<file path="src/hdl/tsr_pkg.sv">
// ---------------------------------------------------------------------------
// tsr_pkg
// Shared types and codes of the typed stack with register table: the
// request and response beats, the stored entry and the operation codes.
// ---------------------------------------------------------------------------
`default_nettype none

package tsr_pkg;

   // Operation codes carried in the func field.
   localparam logic [3:0] FN_PUSH     = 4'd0;
   localparam logic [3:0] FN_POP      = 4'd1;
   localparam logic [3:0] FN_PEEK     = 4'd2;
   localparam logic [3:0] FN_DUP      = 4'd3;
   localparam logic [3:0] FN_SWAP     = 4'd4;
   localparam logic [3:0] FN_REGGET   = 4'd5;
   localparam logic [3:0] FN_REGSET   = 4'd6;
   localparam logic [3:0] FN_MARK     = 4'd7;
   localparam logic [3:0] FN_CLEAR    = 4'd8;
   localparam logic [3:0] FN_NEXTFREE = 4'd9;

   // Status codes.
   localparam logic [2:0] ST_OK       = 3'd0;
   localparam logic [2:0] ST_EMPTY    = 3'd1;
   localparam logic [2:0] ST_FULL     = 3'd2;
   localparam logic [2:0] ST_BADIDX   = 3'd3;
   localparam logic [2:0] ST_MISMATCH = 3'd4;
   localparam logic [2:0] ST_FEW      = 3'd5;

   localparam logic [4:0] MASK_ANY = 5'd31;

   typedef struct packed {
      logic [2:0]  tag;
      logic [31:0] value;
      logic [31:0] handle;
   } stack_entry_type;

   typedef struct packed {
      logic [3:0]  func;
      logic [2:0]  entry_type;
      logic [31:0] entry_value;
      logic [31:0] entry_handle;
      logic [4:0]  expect_mask;
      logic [7:0]  reg_index;
   } req_type;

   typedef struct packed {
      logic [2:0]  status;
      logic [2:0]  out_type;
      logic [31:0] out_value;
      logic [31:0] out_handle;
      logic [7:0]  found_index;
      logic [5:0]  depth;
   } rsp_type;

endpackage

`default_nettype wire

</file>
<file path="src/hdl/typed_stack_with_register_table.sv">
// ---------------------------------------------------------------------------
// typed_stack_with_register_table
// Bounded stack of tagged entries beside a table of marked registers.
//
// A request beat on req_ carries one operation (push, pop, peek, dup, swap,
// register get and set, mark, clear, next-free search); each one yields
// exactly one response beat on rsp_ with a status code and the stack depth.
// The stack and the register table sit in synchronous memories that are
// read in the cycle a request is accepted; the S_EXEC state then modifies,
// writes back and loads the response register. Most operations finish in
// S_EXEC; swap adds an S_SWAP2 step because its two writes share the single
// write port, and the next-free search stays in S_EXEC, walking the mark
// bits one register per cycle until it finds a free one or has seen all.
// The response register lets the next request be accepted while a response
// still waits; if rsp_ready stays low, the following operation holds in its
// last step and commits that step only once the response register frees.
// Reset empties the stack and clears all registers and mark bits; no
// clearing pass is needed.
// ---------------------------------------------------------------------------
`default_nettype none

module typed_stack_with_register_table import tsr_pkg::*; #(
   parameter int STACK_DEPTH = 32,
   parameter int REG_COUNT   = 16
) (
   input  wire logic clock,
   input  wire logic reset,
   input  wire logic req_valid,
   output logic      req_ready,
   input  req_type   req_data,
   output logic      rsp_valid,
   input  wire logic rsp_ready,
   output rsp_type   rsp_data
);

   localparam int SAW = $clog2(STACK_DEPTH);
   localparam int CW  = $clog2(STACK_DEPTH + 1);
   localparam int RAW = (REG_COUNT > 1) ? $clog2(REG_COUNT) : 1;
   localparam logic [CW-1:0]  FULL_COUNT = CW'(STACK_DEPTH);
   localparam logic [8:0]     REG_LIMIT  = 9'(REG_COUNT);
   localparam logic [RAW-1:0] LAST_REG   = RAW'(REG_COUNT - 1);

   typedef enum logic [1:0] {
      S_IDLE,
      S_EXEC,
      S_SWAP2
   } state_type;

   state_type        state_ff, state_in;
   logic [CW-1:0]    top_ff, top_in;
   req_type          op_ff, op_in;
   logic [RAW-1:0]   scan_pos_ff, scan_pos_in;
   logic [RAW-1:0]   scan_cnt_ff, scan_cnt_in;
   logic [REG_COUNT-1:0] mark_ff, mark_in;
   logic             rsp_valid_ff, rsp_valid_in;
   rsp_type          rsp_ff, rsp_in;

   logic             accept;
   logic             slot_free;
   logic             finish;
   rsp_type          res;
   logic             req_idx_ok;
   logic             op_idx_ok;
   logic [CW-1:0]    top_m1;
   logic [CW-1:0]    top_m2;
   logic [SAW-1:0]   addr_a;
   logic [SAW-1:0]   addr_b;
   logic [SAW-1:0]   addr_top;
   logic [RAW-1:0]   op_reg;
   logic             tag_ok;
   logic [7:0]       mask_ext;

   stack_entry_type  stk_a;
   stack_entry_type  stk_b;
   stack_entry_type  reg_rd;
   logic             stk_wr_en;
   logic [SAW-1:0]   stk_wr_addr;
   stack_entry_type  stk_wr_data;
   logic             reg_wr_en;
   stack_entry_type  push_entry;

   assign accept     = req_valid && req_ready;
   assign req_ready  = (state_ff == S_IDLE);
   assign slot_free  = !rsp_valid_ff || rsp_ready;
   assign req_idx_ok = {1'b0, req_data.reg_index} < REG_LIMIT;
   assign op_idx_ok  = {1'b0, op_ff.reg_index} < REG_LIMIT;
   assign op_reg     = op_ff.reg_index[RAW-1:0];

   // The top stays put from accept until write-back, so these addresses
   // serve both the reads at accept and the writes afterward.
   assign top_m1   = top_ff - CW'(1);
   assign top_m2   = top_ff - CW'(2);
   assign addr_a   = top_m1[SAW-1:0];
   assign addr_b   = top_m2[SAW-1:0];
   assign addr_top = top_ff[SAW-1:0];

   assign mask_ext = {3'b000, op_ff.expect_mask};
   assign tag_ok   = (op_ff.expect_mask == MASK_ANY) || mask_ext[stk_a.tag];

   assign push_entry.tag    = op_ff.entry_type;
   assign push_entry.value  = op_ff.entry_value;
   assign push_entry.handle = op_ff.entry_handle;

   tsr_stack_ram #(
      .DEPTH (STACK_DEPTH),
      .AW    (SAW)
   ) u_stack (
      .clock     (clock),
      .rd_en     (accept),
      .rd_addr_a (addr_a),
      .rd_addr_b (addr_b),
      .rd_data_a (stk_a),
      .rd_data_b (stk_b),
      .wr_en     (stk_wr_en),
      .wr_addr   (stk_wr_addr),
      .wr_data   (stk_wr_data)
   );

   tsr_reg_file #(
      .COUNT (REG_COUNT),
      .AW    (RAW)
   ) u_regs (
      .clock   (clock),
      .reset   (reset),
      .rd_en   (accept && req_idx_ok),
      .rd_addr (req_data.reg_index[RAW-1:0]),
      .rd_data (reg_rd),
      .wr_en   (reg_wr_en),
      .wr_addr (op_reg),
      .wr_data (stk_a)
   );

   always_comb begin
      state_in     = state_ff;
      top_in       = top_ff;
      op_in        = op_ff;
      scan_pos_in  = scan_pos_ff;
      scan_cnt_in  = scan_cnt_ff;
      mark_in      = mark_ff;
      rsp_valid_in = rsp_valid_ff && !rsp_ready;
      rsp_in       = rsp_ff;
      stk_wr_en    = 1'b0;
      stk_wr_addr  = addr_top;
      stk_wr_data  = push_entry;
      reg_wr_en    = 1'b0;
      res          = '0;
      finish       = 1'b0;

      unique case (state_ff)
         S_IDLE: begin
            if (accept) begin
               op_in       = req_data;
               scan_pos_in = req_idx_ok ? req_data.reg_index[RAW-1:0] : '0;
               scan_cnt_in = '0;
               state_in    = S_EXEC;
            end
         end
         S_EXEC: begin
            finish = 1'b1;
            case (op_ff.func) inside
               FN_PUSH: begin
                  if (top_ff == FULL_COUNT) begin
                     res.status = ST_FULL;
                  end else begin
                     stk_wr_en = 1'b1;
                     top_in    = top_ff + CW'(1);
                  end
               end
               FN_POP, FN_PEEK: begin
                  if (top_ff == '0) begin
                     res.status = ST_EMPTY;
                  end else begin
                     res.out_type   = stk_a.tag;
                     res.out_value  = stk_a.value;
                     res.out_handle = stk_a.handle;
                     if (!tag_ok) begin
                        res.status = ST_MISMATCH;
                     end
                     if (op_ff.func == FN_POP) begin
                        top_in = top_m1;
                     end
                  end
               end
               FN_DUP: begin
                  if (top_ff == '0) begin
                     res.status = ST_EMPTY;
                  end else if (top_ff == FULL_COUNT) begin
                     res.status = ST_FULL;
                  end else begin
                     stk_wr_en   = 1'b1;
                     stk_wr_data = stk_a;
                     top_in      = top_ff + CW'(1);
                  end
               end
               FN_SWAP: begin
                  if (top_ff < CW'(2)) begin
                     res.status = ST_FEW;
                  end else begin
                     // First half: the entry below moves to the top slot.
                     finish      = 1'b0;
                     stk_wr_en   = 1'b1;
                     stk_wr_addr = addr_a;
                     stk_wr_data = stk_b;
                     state_in    = S_SWAP2;
                  end
               end
               FN_REGGET: begin
                  if (!op_idx_ok) begin
                     res.status = ST_BADIDX;
                  end else if (top_ff == FULL_COUNT) begin
                     res.status = ST_FULL;
                  end else begin
                     stk_wr_en      = 1'b1;
                     stk_wr_data    = reg_rd;
                     top_in         = top_ff + CW'(1);
                     res.out_type   = reg_rd.tag;
                     res.out_value  = reg_rd.value;
                     res.out_handle = reg_rd.handle;
                  end
               end
               FN_REGSET: begin
                  if (!op_idx_ok) begin
                     res.status = ST_BADIDX;
                  end else if (top_ff == '0) begin
                     res.status = ST_EMPTY;
                  end else begin
                     reg_wr_en      = 1'b1;
                     top_in         = top_m1;
                     res.out_type   = stk_a.tag;
                     res.out_value  = stk_a.value;
                     res.out_handle = stk_a.handle;
                  end
               end
               FN_MARK, FN_CLEAR: begin
                  if (!op_idx_ok) begin
                     res.status = ST_BADIDX;
                  end else begin
                     mark_in[op_reg] = (op_ff.func == FN_MARK);
                  end
               end
               FN_NEXTFREE: begin
                  if (!mark_ff[scan_pos_ff]) begin
                     res.found_index = 8'(scan_pos_ff);
                  end else if (scan_cnt_ff == LAST_REG) begin
                     res.status = ST_FULL;
                  end else begin
                     finish      = 1'b0;
                     scan_cnt_in = scan_cnt_ff + RAW'(1);
                     scan_pos_in = (scan_pos_ff == LAST_REG) ? '0
                                                            : scan_pos_ff + RAW'(1);
                  end
               end
               default: begin
               end
            endcase
         end
         S_SWAP2: begin
            finish      = 1'b1;
            stk_wr_en   = 1'b1;
            stk_wr_addr = addr_b;
            stk_wr_data = stk_a;
         end
         default: begin
            state_in = S_IDLE;
         end
      endcase

      // A finishing beat commits only when the response register can take
      // its result; otherwise it repeats next cycle from unchanged inputs.
      if (finish) begin
         if (slot_free) begin
            res.depth    = 6'(top_in);
            rsp_in       = res;
            rsp_valid_in = 1'b1;
            state_in     = S_IDLE;
         end else begin
            stk_wr_en = 1'b0;
            reg_wr_en = 1'b0;
            top_in    = top_ff;
            mark_in   = mark_ff;
         end
      end
   end

   always_ff @(posedge clock) begin
      op_ff       <= op_in;
      scan_pos_ff <= scan_pos_in;
      scan_cnt_ff <= scan_cnt_in;
      rsp_ff      <= rsp_in;
      if (reset) begin
         state_ff     <= S_IDLE;
         top_ff       <= '0;
         mark_ff      <= '0;
         rsp_valid_ff <= 1'b0;
      end else begin
         state_ff     <= state_in;
         top_ff       <= top_in;
         mark_ff      <= mark_in;
         rsp_valid_ff <= rsp_valid_in;
      end
   end

   assign rsp_valid = rsp_valid_ff;
   assign rsp_data  = rsp_ff;

endmodule

`default_nettype wire

</file>
<file path="src/hdl/tsr_stack_ram.sv">
// ---------------------------------------------------------------------------
// tsr_stack_ram
// Stack storage: one write port and two registered read ports, so the top
// entry and the one below it can be fetched together.
// ---------------------------------------------------------------------------
`default_nettype none

module tsr_stack_ram import tsr_pkg::*; #(
   parameter int DEPTH = 32,
   parameter int AW    = 5
) (
   input  wire logic          clock,
   input  wire logic          rd_en,
   input  wire logic [AW-1:0] rd_addr_a,
   input  wire logic [AW-1:0] rd_addr_b,
   output stack_entry_type    rd_data_a,
   output stack_entry_type    rd_data_b,
   input  wire logic          wr_en,
   input  wire logic [AW-1:0] wr_addr,
   input  stack_entry_type    wr_data
);

   stack_entry_type mem [DEPTH];
   stack_entry_type rd_a_ff;
   stack_entry_type rd_b_ff;

   always_ff @(posedge clock) begin
      if (wr_en) begin
         mem[wr_addr] <= wr_data;
      end
      if (rd_en) begin
         rd_a_ff <= mem[rd_addr_a];
         rd_b_ff <= mem[rd_addr_b];
      end
   end

   assign rd_data_a = rd_a_ff;
   assign rd_data_b = rd_b_ff;

endmodule

`default_nettype wire

</file>
<file path="src/hdl/tsr_reg_file.sv">
// ---------------------------------------------------------------------------
// tsr_reg_file
// Register table storage with a registered read port. A valid bit per
// register makes an entry that was never written read as all zero.
// ---------------------------------------------------------------------------
`default_nettype none

module tsr_reg_file import tsr_pkg::*; #(
   parameter int COUNT = 16,
   parameter int AW    = 4
) (
   input  wire logic          clock,
   input  wire logic          reset,
   input  wire logic          rd_en,
   input  wire logic [AW-1:0] rd_addr,
   output stack_entry_type    rd_data,
   input  wire logic          wr_en,
   input  wire logic [AW-1:0] wr_addr,
   input  stack_entry_type    wr_data
);

   stack_entry_type  mem [COUNT];
   logic [COUNT-1:0] valid_ff;
   stack_entry_type  rd_ff;
   logic             rd_valid_ff;

   always_ff @(posedge clock) begin
      if (wr_en) begin
         mem[wr_addr] <= wr_data;
      end
      if (rd_en) begin
         rd_ff <= mem[rd_addr];
      end
   end

   always_ff @(posedge clock) begin
      if (reset) begin
         valid_ff    <= '0;
         rd_valid_ff <= 1'b0;
      end else begin
         if (wr_en) begin
            valid_ff[wr_addr] <= 1'b1;
         end
         if (rd_en) begin
            rd_valid_ff <= valid_ff[rd_addr];
         end
      end
   end

   assign rd_data = rd_valid_ff ? rd_ff : '0;

endmodule

`default_nettype wire

</file>
<file path="config.mk">
export PLATFORM = sky130hd
export DESIGN_NAME = typed_stack_with_register_table
export DESIGN_NICKNAME = d
export VERILOG_FILES = /design/src/hdl/tsr_pkg.sv /design/src/hdl/typed_stack_with_register_table.sv /design/src/hdl/tsr_stack_ram.sv /design/src/hdl/tsr_reg_file.sv
export SDC_FILE = /design/constraint.sdc
export NUM_CORES = 2
export LEC_CHECK = 0
export BUFFER_PORTS_ARGS = -buffer_cell sky130_fd_sc_hd__buf_2
export CORE_MARGIN = 3
export CORE_UTILIZATION = 36
export CTS_CLUSTER_SIZE = 14
export DETAILED_ROUTE_END_ITERATION = 7
export PLACE_DENSITY = 0.59
export RECOVER_POWER = 100
export SYNTH_ARGS = -nofsm -noshare
export SYNTH_HDL_FRONTEND = slang
export SYNTH_SLANG_ARGS = --single-unit
</file>
<file path="constraint.sdc">
create_clock -name clock -period 22.3 [get_ports clock]
set_input_delay 4.46 -clock clock [delete_from_list [all_inputs] [get_ports clock]]
set_output_delay 4.46 -clock clock [all_outputs]
set_load 0.005 [all_outputs]
</file>
==> metrics.md <==
| Metric | Value |
|---|---|
| Die span in x | between 600 and 700 um |
| Root Buffer | clkbuf_16 |
| Multi-input gate area | ~46000 um^2 |
| GR Util All Layers | between 20% and 30% |
| Sink Count | about 3600 |
| Num rows | around 240 |
| Pins over their slew limit | approximately 6000 |
| Violated checks | DRC, capacitance limit, slew limit |
| Status | finished with violations |
| Synth Flop Type | edfxtp_1 |
| Setup CP Type | register to register |
| Routed wire length | slightly below 500 mm |
| DR pass1 iterations | 8 |
| CP cell instances | clkbuf_1 -> clkbuf_1 -> clkbuf_1 -> clkbuf_1 -> mux4_2 -> mux4_2 -> mux2_1 |
| Post-Synth XOR/XNOR Area | less than 1% |
| Reg2reg end | u_stack.rd_data_b[53] |
| R2R depth | 7 |
| Post-placement cell count | 12700 |
| Vias in the first global route | 82900 |
| Largest net degree at the start of global routing | roughly 120 |
| Final hold violation count | 0 |
| Routability cong. | 0.853 |
| CP Data Required Time | around 23000 ps |
| Clock Tree Buf Depth | 4 |
| Starting Density | 36.2% |
| Final cell count without fillers | about 13000 |
| Total congestion overflow | 0 |
| WHS Endpoint | u_regs.valid_ff[2] |
| Post-Syn Instances | ~7000 |
| Pwr/cell area | between 90 and 100 nW/um^2 |
| Setup TNS | 0 ps |
| Area of the mapped netlist | roughly 160000 um^2 |
| Post-synthesis simple-gate area fraction | about 1.9% |
| Launching point of the worst reg2reg path | top_ff[1] |
| Wire per inst | ~36 um |
| Reg clk slew, reported paths | ~60 ps |
| Hold Crit Start | u_regs.valid_ff[2] |
| Largest family of logic cells by synthesized area | multiplexers |
| EDFF count, synth | between 3000 and 4000 |
| CP most frequent cell | clkbuf_1 |
| Slew HR | -491% |
| Endpoint class of the critical path | register |
| ANT nets after route | 0 |
| Reg2Reg Setup Slack | just under 8000 ps |
| Fill count | between 30000 and 40000 |
| Io pins | around 170 |
| Vias per inst | 6.16 |
| Final setup viols | 0 |
| Cts repair resizes | 0 |
| Period Utilization, post-route | between 60% and 70% |
| WHS Path Cells | 2 |
| DR vias | just over 80000 |
| Worst vdd ir | roughly 0.066 mV |
| WP buf/inv | 4 |
| Mux contribution to synthesized area | between 20% and 30% |
| Final Critical Period | 14540 ps |
| RSZ-0062 raised after global routing | false |
| Post-synthesis compound-gate area fraction | approximately 2.1% |
| TritonCTS clock tree | yes |
| Avg Inst Size Synth | about 22 um^2 |
| Nets@finish | between 7000 and 8000 |
| DRC | 12 |
| Seq cells post-synth | 3631 |
| Total core area | about 430000 um^2 |
| Sequential element share of the synthesized area | a little over two thirds |
| CP max FO | 63 |
| Library cells used by synthesis | roughly 90 |
| Post-CTS setup buffers | 0 |
| First-pass GRT wire length | approximately 670 mm |
| CP max stage delay | between 3000 and 4000 ps |
| Clock latency on the worst-skew pair | a little under 1000 ps |
| Chip height | ~660 um |
| Synth warnings | 0 |
| Fraction of registers with async set/reset | 0% |
| Num CTS Buffers | between 300 and 400 |
| P_leak | a little over 50 nW |
| H-tree lvl count | 5 |
| Fmax | 68.8 MHz |
| Slowest cell on the critical path | clkbuf_1 |
| Share of cells above drive strength 1 | a little under a third |
| Max-Cap Viols | roughly 170 |
| Post-cts hold buffer count | 0 |
| Storage cell area | 109000 um^2 |
| Initial antenna violation count | 51 |
| Worst slew pin tran | ~9000 ps |
| HPWL Detailed | roughly 290 mm |
| Post-synthesis adder-cell area fraction | less than 1% |
| Startpoint types | register |
| Class of the worst hold path | register to register |
| Iter 0 DRT Violations | around 12000 |
| Die ar. | around 440000 um^2 |
| Crit path max-delay family | buffers and inverters |
| Worst Path Arrival | 15110 ps |
| # port buffers | between 150 and 200 |
| Final setup skew | 56.9 ps |
| Area growth, synth to finish | 12.6% |
-- area by class of cell --
type	count	area share (%)
inverters	43	0.0925
well taps	5710	4.06
repair buffers	420	1.18
flip-flops and latches	3631	61.8
multi-input cells	2926	25.9
clock inverters	231	1.22
diodes	18	0.0256
clock buffers	476	5.77
-- cell usage in the layout, fill, tap and decap left out, drive strengths merged, types with 21 or more instances in the layout --
cell / netlist / routed
a22oi: 57 / 57
edfxtp: 3589 / 3589
mux2i: 22 / 22
a31oi: 21 / 21
nor3: 48 / 48
inv: 43 / 55
mux4: 1681 / 1681
nor4: 43 / 43
buf: 226 / 150
clkinv: 0 / 182
a21oi: 137 / 137
nand2: 407 / 407
bufinv: 0 / 27
a221o: 55 / 55
nor2: 76 / 76
o21ai: 60 / 60
mux2: 72 / 72
clkbuf: 289 / 746
dfxtp: 42 / 42
-- worst max-delay path by stage --
stage               slack (ps)  cells after the start                    end  startpoint
global route              7420                      7  u_stack.rd_data_b[53]   top_ff[1]
detailed placement       13730                      9     u_regs.mem[13][39]   rsp_ready
floorplan                 9900                      7     u_stack.mem[10][0]   rsp_ready
CTS                      14740                      9     u_regs.mem[13][32]   rsp_ready
global placement         13730                      9    u_stack.mem[11][32]   rsp_ready
finish                    7760                      7  u_stack.rd_data_b[53]   top_ff[1]
-- report_power, final --
group          leakage, nW  switching, mW  total, mW  internal, mW
logic                 12.9           1.15       1.91         0.759
registers             33.0          0.265       8.15          7.89
clock network         6.00           2.73       6.29          3.56
total                 51.8           4.14       16.3          12.2
-- synthesized netlist by cell type (7+ instances only) --
cell type,n,share of area [%]
a221o_1,55,0.35
nand2_1,406,0.98
o22ai_1,15,0.060
o21ai_0,28,0.090
and2_1,11,0.044
nor3_1,47,0.15
buf_4,9,0.043
mux4_2,1681,24
a31oi_1,21,0.084
a22oi_1,57,0.27
buf_6,7,0.050
o21bai_1,11,0.053
nand3_1,13,0.042
nor4_1,41,0.16
nor2_1,75,0.18
o32ai_1,18,0.10
buf_2,87,0.28
xnor2_1,11,0.062
a21oi_1,135,0.43
clkbuf_1,289,0.69
mux2_2,71,0.51
buf_1,123,0.30
inv_1,40,0.096
nand2b_1,15,0.060
mux2i_1,22,0.14
o21a_1,13,0.062
dfxtp_1,42,0.54
a32o_1,10,0.064
o21ai_1,31,0.099
ha_1,12,0.096
a211oi_1,13,0.062
edfxtp_1,3589,69
-- flip-flops by register name (all words and copies together), names as in the netlist --
name and flops:
mark_ff 16, u_stack.rd_data_a 67, u_stack.rd_data_b 67, op_ff 79
u_regs.rd_valid_ff 1, u_regs.rd_ff 67, u_stack.mem 2144, scan_pos_ff 4
u_regs.valid_ff 16, u_regs.mem 1072, rsp_valid 1, state_ff 2
scan_cnt_ff 4, top_ff 6, rsp_data 80, mask_ext 5
-- worst reg2reg max path, cell delays in order, from the launching register on --
cell and delay [ps]:
dfxtp_1 1320, clkbuf_1 3280, clkbuf_1 2920, clkbuf_1 2470
clkbuf_1 2520, mux4_2 520, mux4_2 530, mux2_1 600
-- cell families (layout without fill, tap and decap cells) --
| family | Yosys count | after routing |
|---|---|---|
| flops | 3631 | 3631 |
| mux | 1775 | 1775 |
| simple gates | 653 | 653 |
| buf+inv | 559 | 1170 |
| compound gates | 465 | 465 |
| xor+xnor | 17 | 17 |
| fa+ha+maj | 12 | 12 |
| other cells | 1 | 22 |
-- metal layers --
metal	global-route usage, %	wire (um)	part of all wire (%)	up-vias
met5	0	53	0.011	-
met4	7.33	18700	3.9	8
met3	4.82	50100	10	846
met2	33.7	227000	47	4836
met1	29.6	188000	39	45600
li1	-	-	-	31700
-- per-stage QoR --
stage | power (mW) | hold slack, ps | utilization (%) | worst slack [ps] | cell area, um^2
after global placement | 10.1 | 440 | 38.2 | 13730 | 165000
final | 16.3 | 452 | 40.8 | 7760 | 176000
after floorplan | 9.23 | 430 | - | 9900 | 156000
after detailed placement | 10.1 | 446 | 38.2 | 13730 | 165000
after global routing | 16.8 | 483 | 40.8 | 7420 | 176000
after CTS | 16.4 | 455 | 41.0 | 14740 | 177000
No activity file was read; power rests on OpenSTA's default activity.
